## config.mk

```make
export PLATFORM = sky130hd
export DESIGN_NAME = shell_quote_tokenizer
export DESIGN_NICKNAME = d
export VERILOG_FILES = /design/src/design/sqt_pkg.sv /design/src/design/sqt_front.sv /design/src/design/sqt_queue.sv /design/src/design/sqt_back.sv /design/src/design/shell_quote_tokenizer.sv
export SDC_FILE = /design/constraint.sdc
export NUM_CORES = 1
export LEC_CHECK = 0
export ABC_AREA = 1
export ABC_CLOCK_PERIOD_IN_PS = 9800
export BUFFER_PORTS_ARGS = -buffer_cell sky130_fd_sc_hd__buf_2
export CAP_MARGIN = 15
export CORE_MARGIN = 4
export CORE_UTILIZATION = 55
export CTS_CLUSTER_DIAMETER = 100
export DETAILED_ROUTE_END_ITERATION = 16
export PLACE_DENSITY = 0.74
export SYNTH_ARGS = -nofsm -noshare
export SYNTH_HDL_FRONTEND = slang
export SYNTH_SLANG_ARGS = --single-unit
export TNS_END_PERCENT = 10
```

## constraint.sdc

```tcl
create_clock -name clk -period 9.8 [get_ports clk]
set_input_delay 0.98 -clock clk [delete_from_list [all_inputs] [get_ports clk]]
set_output_delay 0.98 -clock clk [all_outputs]
set_load 0.01 [all_outputs]
```

## src/design/sqt_pkg.sv

```systemverilog
// Shared types, character codes and helpers for the shell quote tokenizer.
`timescale 1ns / 1ps

package sqt_pkg;

    localparam int BUNDLE_ITEMS = 3;
    localparam int QUEUE_DEPTH  = 4;
    localparam int QUEUE_AW     = $clog2(QUEUE_DEPTH);

    localparam logic [7:0] CH_SQUOTE    = 8'h27;
    localparam logic [7:0] CH_DQUOTE    = 8'h22;
    localparam logic [7:0] CH_BACKSLASH = 8'h5C;
    localparam logic [7:0] CH_DOLLAR    = 8'h24;
    localparam logic [7:0] CH_BACKTICK  = 8'h60;

    localparam logic KIND_CHAR     = 1'b0;
    localparam logic KIND_WORD_END = 1'b1;

    typedef enum logic [1:0] {
        QM_PLAIN  = 2'd0,
        QM_SINGLE = 2'd1,
        QM_DOUBLE = 2'd2
    } quote_mode_t;

    typedef struct packed {
        logic [7:0] in_char;
        logic       end_of_text;
    } item_t;

    typedef struct packed {
        logic       result_kind;
        logic [7:0] word_char;
        logic       run_last;
    } result_t;

    // All results caused by one input item, oldest in slot 0.
    typedef struct packed {
        logic [1:0]                   cnt;
        result_t [BUNDLE_ITEMS-1:0]   items;
    } bundle_t;

    function automatic logic is_space(input logic [7:0] c);
        return (c >= 8'h09 && c <= 8'h0D) || c == 8'h20 || c == 8'h85 || c == 8'hA0;
    endfunction

    function automatic logic dq_escapable(input logic [7:0] c);
        return c == CH_DQUOTE || c == CH_BACKSLASH || c == CH_DOLLAR || c == CH_BACKTICK;
    endfunction

    function automatic result_t make_char(input logic [7:0] c);
        result_t r;
        r.result_kind = KIND_CHAR;
        r.word_char   = c;
        r.run_last    = 1'b0;
        return r;
    endfunction

    function automatic result_t make_word_end();
        result_t r;
        r.result_kind = KIND_WORD_END;
        r.word_char   = 8'h00;
        r.run_last    = 1'b0;
        return r;
    endfunction

endpackage

```

## src/design/sqt_front.sv

```systemverilog
// Front end: quoting state and classification of each character into a result bundle.
`timescale 1ns / 1ps

module sqt_front (
    input  logic             clk,
    input  logic             rst_n,
    input  logic             accept,
    input  sqt_pkg::item_t   item,
    output logic             bundle_push,
    output sqt_pkg::bundle_t bundle
);
    import sqt_pkg::*;

    quote_mode_t mode_reg, mode_next;
    logic        esc_reg, esc_next;
    logic        open_reg, open_next;
    logic        open_pre;
    logic [7:0]  c;
    logic        eot;

    assign c   = item.in_char;
    assign eot = item.end_of_text;

    // Next state
    always_comb
    begin
        mode_next = mode_reg;
        esc_next  = esc_reg;
        open_pre  = open_reg;
        unique case (mode_reg)
            QM_SINGLE:
            begin
                if (c == CH_SQUOTE)
                    mode_next = QM_PLAIN;
            end
            QM_DOUBLE:
            begin
                if (esc_reg)
                    esc_next = 1'b0;
                else if (c == CH_BACKSLASH)
                    esc_next = !eot;
                else if (c == CH_DQUOTE)
                    mode_next = QM_PLAIN;
            end
            default:
            begin
                if (esc_reg)
                begin
                    esc_next = 1'b0;
                    open_pre = 1'b1;
                end
                else if (c == CH_SQUOTE)
                begin
                    mode_next = QM_SINGLE;
                    open_pre  = 1'b1;
                end
                else if (c == CH_DQUOTE)
                begin
                    mode_next = QM_DOUBLE;
                    open_pre  = 1'b1;
                end
                else if (c == CH_BACKSLASH)
                begin
                    open_pre = 1'b1;
                    esc_next = !eot;
                end
                else if (is_space(c))
                    open_pre = 1'b0;
                else
                    open_pre = 1'b1;
            end
        endcase
        open_next = open_pre;
        // End of text clears everything
        if (eot)
        begin
            mode_next = QM_PLAIN;
            esc_next  = 1'b0;
            open_next = 1'b0;
        end
    end

    // Outputs
    always_comb
    begin
        logic [1:0] n;
        n = 2'd0;
        bundle.items = '0;
        unique case (mode_reg)
            QM_SINGLE:
            begin
                if (c != CH_SQUOTE)
                begin
                    bundle.items[n] = make_char(c);
                    n = n + 2'd1;
                end
            end
            QM_DOUBLE:
            begin
                if (esc_reg)
                begin
                    if (!dq_escapable(c))
                    begin
                        bundle.items[n] = make_char(CH_BACKSLASH);
                        n = n + 2'd1;
                    end
                    bundle.items[n] = make_char(c);
                    n = n + 2'd1;
                end
                else if (c == CH_BACKSLASH)
                begin
                    if (eot)
                    begin
                        bundle.items[n] = make_char(c);
                        n = n + 2'd1;
                    end
                end
                else if (c != CH_DQUOTE)
                begin
                    bundle.items[n] = make_char(c);
                    n = n + 2'd1;
                end
            end
            default:
            begin
                if (esc_reg)
                begin
                    bundle.items[n] = make_char(c);
                    n = n + 2'd1;
                end
                else if (c == CH_SQUOTE || c == CH_DQUOTE)
                begin
                    n = n;
                end
                else if (c == CH_BACKSLASH)
                begin
                    if (eot)
                    begin
                        bundle.items[n] = make_char(c);
                        n = n + 2'd1;
                    end
                end
                else if (is_space(c))
                begin
                    if (open_reg)
                    begin
                        bundle.items[n] = make_word_end();
                        n = n + 2'd1;
                    end
                end
                else
                begin
                    bundle.items[n] = make_char(c);
                    n = n + 2'd1;
                end
            end
        endcase
        if (eot && open_pre)
        begin
            bundle.items[n] = make_word_end();
            n = n + 2'd1;
        end
        for (int i = 0; i < BUNDLE_ITEMS; i++)
            bundle.items[i].run_last = (n == 2'(i + 1));
        bundle.cnt  = n;
        bundle_push = accept && (n != 2'd0);
    end

    always_ff @(posedge clk or negedge rst_n)
    begin
        if (!rst_n)
        begin
            mode_reg <= QM_PLAIN;
            esc_reg  <= 1'b0;
            open_reg <= 1'b0;
        end
        else if (accept)
        begin
            mode_reg <= mode_next;
            esc_reg  <= esc_next;
            open_reg <= open_next;
        end
    end

`ifndef SYNTHESIS
    a_eot_clears: assert property (@(posedge clk) disable iff (!rst_n)
        accept && eot |=> mode_reg == QM_PLAIN && !esc_reg && !open_reg)
        else $error("state not cleared after end of text");

    a_no_esc_single: assert property (@(posedge clk) disable iff (!rst_n)
        !(esc_reg && mode_reg == QM_SINGLE))
        else $error("escape pending inside single quotes");

    a_one_last: assert property (@(posedge clk) disable iff (!rst_n)
        bundle_push |-> $countones({bundle.items[0].run_last, bundle.items[1].run_last,
                                    bundle.items[2].run_last}) == 1)
        else $error("bundle must mark exactly one last result");

    a_quoted_open: assert property (@(posedge clk) disable iff (!rst_n)
        mode_reg != QM_PLAIN |-> open_reg)
        else $error("quote open without an open word");
`endif

endmodule

```

## src/design/sqt_queue.sv

```systemverilog
// Short bundle queue between the front end and the serializer.
`timescale 1ns / 1ps

module sqt_queue (
    input  logic             clk,
    input  logic             rst_n,
    input  logic             wr_en,
    input  sqt_pkg::bundle_t wr_data,
    output logic             full,
    input  logic             rd_en,
    output logic             rd_valid,
    output sqt_pkg::bundle_t rd_data
);
    import sqt_pkg::*;

    bundle_t              mem [QUEUE_DEPTH];
    logic [QUEUE_AW-1:0]  wr_ptr_reg;
    logic [QUEUE_AW-1:0]  rd_ptr_reg;
    logic [QUEUE_AW:0]    count_reg, count_next;
    logic                 do_wr;
    logic                 do_rd;

    assign full     = count_reg == (QUEUE_AW + 1)'(QUEUE_DEPTH);
    assign rd_valid = count_reg != '0;
    assign rd_data  = mem[rd_ptr_reg];
    assign do_wr    = wr_en && !full;
    assign do_rd    = rd_en && rd_valid;

    always_comb
    begin
        count_next = count_reg;
        if (do_wr && !do_rd)
            count_next = count_reg + 1'b1;
        else if (do_rd && !do_wr)
            count_next = count_reg - 1'b1;
    end

    always_ff @(posedge clk)
    begin
        if (do_wr)
            mem[wr_ptr_reg] <= wr_data;
    end

    always_ff @(posedge clk or negedge rst_n)
    begin
        if (!rst_n)
        begin
            wr_ptr_reg <= '0;
            rd_ptr_reg <= '0;
            count_reg  <= '0;
        end
        else
        begin
            if (do_wr)
                wr_ptr_reg <= wr_ptr_reg + 1'b1;
            if (do_rd)
                rd_ptr_reg <= rd_ptr_reg + 1'b1;
            count_reg <= count_next;
        end
    end

`ifndef SYNTHESIS
    a_count_range: assert property (@(posedge clk) disable iff (!rst_n)
        count_reg <= (QUEUE_AW + 1)'(QUEUE_DEPTH))
        else $error("queue count beyond depth");

    a_ptr_gap: assert property (@(posedge clk) disable iff (!rst_n)
        (wr_ptr_reg - rd_ptr_reg) == count_reg[QUEUE_AW-1:0])
        else $error("queue pointers disagree with count");

    a_count_track: assert property (@(posedge clk) disable iff (!rst_n)
        do_wr && !do_rd |=> count_reg == $past(count_reg) + 1'b1)
        else $error("queue count missed a write");
`endif

endmodule

```

## src/design/sqt_back.sv

```systemverilog
// Back end: serializes bundles into single results held in the output register.
`timescale 1ns / 1ps

module sqt_back (
    input  logic             clk,
    input  logic             rst_n,
    input  logic             head_valid,
    input  sqt_pkg::bundle_t head,
    output logic             head_pop,
    output logic             empty,
    input  logic             pop,
    output sqt_pkg::result_t result
);
    import sqt_pkg::*;

    logic [1:0] idx_reg;
    logic       out_valid_reg;
    result_t    out_data_reg;
    logic       load;
    logic       last;
    result_t    cur;

    assign cur      = head.items[idx_reg];
    assign last     = idx_reg == (head.cnt - 2'd1);
    assign load     = head_valid && (!out_valid_reg || pop);
    assign head_pop = load && last;
    assign empty    = !out_valid_reg;
    assign result   = out_data_reg;

    always_ff @(posedge clk)
    begin
        if (load)
            out_data_reg <= cur;
    end

    always_ff @(posedge clk or negedge rst_n)
    begin
        if (!rst_n)
        begin
            out_valid_reg <= 1'b0;
            idx_reg       <= 2'd0;
        end
        else
        begin
            if (load)
            begin
                out_valid_reg <= 1'b1;
                // advance within the bundle, or drop it after its last result
                idx_reg <= last ? 2'd0 : idx_reg + 2'd1;
            end
            else if (pop)
                out_valid_reg <= 1'b0;
        end
    end

`ifndef SYNTHESIS
    a_last_marked: assert property (@(posedge clk) disable iff (!rst_n)
        load |-> (cur.run_last == last))
        else $error("run_last does not match bundle position");

    a_idx_bound: assert property (@(posedge clk) disable iff (!rst_n)
        head_valid |-> idx_reg < head.cnt)
        else $error("serializer index past bundle end");

    a_idx_idle: assert property (@(posedge clk) disable iff (!rst_n)
        !head_valid |-> idx_reg == 2'd0)
        else $error("serializer index left mid bundle");
`endif

endmodule

```

## src/design/shell_quote_tokenizer.sv

```systemverilog
// Top level of the shell quote tokenizer: front end, bundle queue and serializer.
//
//  channel  | handshake          | payload
//  ---------+--------------------+-----------------------------------------
//  input    | push / full        | item   (in_char, end_of_text)
//  result   | empty / pop        | result (result_kind, word_char, run_last)
//
// One character is accepted per cycle while full is low; it is classified in that
// cycle and its 1 to 3 results, if any, are queued as one bundle. Results leave
// one per cycle from the output register while pop is held. The first result
// passes through the bundle queue and then the output register. full rises when
// the four-entry bundle queue fills, that is when the result side falls behind.
// Reset clears quoting state, queue and output valid flag at once.
`timescale 1ns / 1ps

module shell_quote_tokenizer (
    input  logic             clk,
    input  logic             rst_n,
    input  logic             push,
    output logic             full,
    input  sqt_pkg::item_t   item,
    output logic             empty,
    input  logic             pop,
    output sqt_pkg::result_t result
);
    import sqt_pkg::*;

    logic    accept;
    logic    bundle_push;
    bundle_t bundle;
    logic    head_valid;
    bundle_t head;
    logic    head_pop;

    assign accept = push && !full;

    sqt_front u_front (
        .clk         (clk),
        .rst_n       (rst_n),
        .accept      (accept),
        .item        (item),
        .bundle_push (bundle_push),
        .bundle      (bundle)
    );

    sqt_queue u_queue (
        .clk      (clk),
        .rst_n    (rst_n),
        .wr_en    (bundle_push),
        .wr_data  (bundle),
        .full     (full),
        .rd_en    (head_pop),
        .rd_valid (head_valid),
        .rd_data  (head)
    );

    sqt_back u_back (
        .clk        (clk),
        .rst_n      (rst_n),
        .head_valid (head_valid),
        .head       (head),
        .head_pop   (head_pop),
        .empty      (empty),
        .pop        (pop),
        .result     (result)
    );

endmodule

```

==> run summary <==
Clk sinks -> 120
Share of cells above drive strength 1 -> 19.21%
Fin crit period -> 3.424 ns
Sequential area share after synthesis -> 63.62%
Setup TNS -> 0 ns
P_int -> 1388 uW
Via count -> 3,816
Initial antenna violation count -> 0
Final worst path period share -> 34.94%
Initial DRC Count -> 492
Resized cells post-CTS -> 0
Setup bufs post-CTS -> 0
GP Congestion -> 0.9974
DIE WIDTH -> 108.5 um
Routed WL per cell -> 17.30 um
Netlist cell types -> 37
# Max-Cap Violations -> 0
CTS tree -> done
First-pass GRT wire length -> 19,160 um
Peak supply drop -> 208.1 uV
Final nets -> 568
H-tree Lvls -> 4
Detailed Routing Iterations Pass 1 -> 5
Syn Inst Count -> 509
DRC -> 0
Largest register FFs -> 96
Unrepaired setup endpoints after global routing -> no
Ys async rst share -> 11.67%
P_sw -> 767.2 uW
Via density -> 5.530
Hold buffers post-CTS -> 0
Core area -> 9819 um^2
Reg-to-Reg End -> u_queue.count_reg[2]$_DFFE_PN0P_
Sequential power share -> 36.7%
Main synth FF type -> edfxtp_1
GRT Total Usage -> 21.97%
Top achievable clock speed -> 0.2921 GHz
DP HPWL -> 7477 um
Worst Hold Class -> in2async
Post-route ant nets -> 0
Setup violations, final -> 0
Crit path launch type -> register
DRT Wirelength -> 11,940 um
Overflow after GRT -> 0
Worst endpoint data arrival time -> 3.82 ns
Worst-Skew Late Latency -> 0.51 ns
Crit end category -> register
Die ar. -> 11,770 um^2
Largest net degree at the start of global routing -> 51
Status -> completed
Critical Path RT -> 10.19 ns
Reg2reg path depth -> 19
Ant diodes -> 0
Post-synthesis cell area -> 5554 um^2
Commonest non-fill, non-tap cell in the layout -> edfxtp_1
Initial core utilization -> 56.56%
CP max FO -> 7
Final clock skew -> 0.01031 ns
Syn Nets -> 533
Gate power share -> 33.3%
Post-synth EDFFs -> 106
Port-buffer cells -> 24
Clock Power Share -> 29.9%
Slew headroom -> 43.36%
Syn avg cell area -> 10.91 um^2
Cell Pwr Density -> 333.5 nW/um^2
Final hold vios -> 0
Dpl cells -> 658
Root Buffer Master -> clkbuf_8
Fin cells -> 690
Area grow syn2layout -> 16.38%
Yosys reg bits -> 120
Number of CTS-inserted buffers -> 17
Reg-to-Reg Start -> u_front.mode_reg[0]$_DFFE_PN0P_
Io pins -> 25
Final Max Tran Viols -> 0
Critical path class -> reg2reg
Worst-Margin Slew -> 0.8486 ns
Fillers -> 769
Commonest cells after routing, fill and taps aside -> edfxtp_1 (106), nor2_1 (86), o21ai_0 (62)
Maximum clock insertion buffer count -> 2
Sw Share -> 35.59%
Yosys warns -> 0
FP Rows -> 36
Vias in the first global route -> 3,748
Reg-to-reg setup timing slack -> 6.38 ns
Reg clk slew, reported paths -> 0.06 ns
Die Span Y -> 108.5 um
Leak -> 0.002571 uW
through the flow:
step / setup slack [ns] / utilization (%) / hold slack (ns) / power (uW) / cell area [um^2]
final: 6.376 / 65.83 / 0.3661 / 2156 / 6464
after detailed placement: 5.936 / 59.47 / 0.5435 / 1514 / 5839
after CTS: 6.374 / 65.83 / 0.3656 / 2164 / 6464
after global routing: 6.054 / 65.83 / 0.3668 / 2287 / 6464
after global placement: 6.013 / 59.47 / 0.5327 / 1490 / 5839
after floorplan: 6.297 / - / 0.5012 / 1298 / 5554
power by group through the flow:
stage,Combinational [uW],Clock [uW],Sequential (uW)
2_1_floorplan,492,0,806
3_3_place_gp,695,0,795
3_5_place_dp,713,0,801
4_1_cts,721,651,793
5_1_grt,808,678,801
6_report,719,645,792
Yosys cell counts (5+ instances only):
master | count | area share, %
a21oi_1 | 9 | 0.81
a31oi_1 | 9 | 1.0
clkbuf_1 | 15 | 1.0
dfrtp_1 | 14 | 6.3
edfxtp_1 | 106 | 57
ha_1 | 10 | 2.3
inv_1 | 44 | 3.0
inv_2 | 6 | 0.41
nand2_1 | 53 | 3.6
nand2_2 | 12 | 1.4
nand2_4 | 5 | 1.0
nand3_1 | 20 | 1.8
nor2_1 | 86 | 5.8
nor2_2 | 8 | 0.90
nor3_1 | 5 | 0.45
o21ai_0 | 62 | 5.6
o22ai_1 | 11 | 1.2
xor2_1 | 5 | 0.79
kinds of logic (layout without fill, tap and decap cells):
logic type | after synthesis | in the layout | share of synthesized area, %
fa+ha+maj | 11 | 11 | 2.613
flops | 120 | 120 | 63.62
xor+xnor | 6 | 6 | 0.9462
simple gates | 201 | 201 | 17.44
buf+inv | 67 | 115 | 4.550
compound gates | 104 | 104 | 10.84
layer usage:
layer  routed length, um  part of all wire (%)  track usage, %  vias up
li1                    -                     -               -     1841
met1                5147                    43           28.73     1844
met2                5989                    50           36.67      117
met3                 659                   5.5           5.254       14
met4                 141                   1.2           6.402        0
met5                   0                     0               0        -
area by class of cell:
type                            count  area (um^2)  share of cell area, %
Clock buffer                       18        427.9                  6.620
Clock inverter                     14        196.4                  3.039
Inverter                           51        191.4                  2.962
Multi-Input combinational cell    322         1768                  27.35
Sequential cell                   120         3533                  54.67
Tap cell                          133        166.4                  2.575
Timing Repair Buffer               32        180.2                  2.787
worst max-delay path by stage:
| stage | start | to | slack, ns |
|---|---|---|---|
| final | u_front.mode_reg[0]$_DFFE_PN0P_ | u_queue.count_reg[2]$_DFFE_PN0P_ | 6.38 |
| after global routing | u_front.mode_reg[0]$_DFFE_PN0P_ | u_queue.count_reg[2]$_DFFE_PN0P_ | 6.05 |
| after CTS | u_front.mode_reg[0]$_DFFE_PN0P_ | u_queue.count_reg[2]$_DFFE_PN0P_ | 6.37 |
| after detailed placement | item[8] | u_queue.count_reg[2]$_DFFE_PN0P_ | 5.94 |
| after global placement | item[8] | u_queue.count_reg[2]$_DFFE_PN0P_ | 6.01 |
| after floorplan | item[8] | u_queue.count_reg[2]$_DFFE_PN0P_ | 6.30 |
worst max-delay path, stage by stage (launching register included):
cell,delay [ns]
dfrtp_1,0.36
inv_1,0.06
ha_1,0.35
inv_1,0.15
nor2_1,0.33
nand2_1,0.19
nand3_4,0.12
inv_1,0.05
ha_1,0.28
nand2_2,0.10
nand2_4,0.07
nand3_4,0.11
nand2_4,0.09
inv_2,0.07
ha_1,0.13
inv_1,0.06
fa_1,0.38
a21oi_1,0.14
o21ai_0,0.11
xor2_1,0.15
No activity file was read; power rests on OpenSTA's default activity.
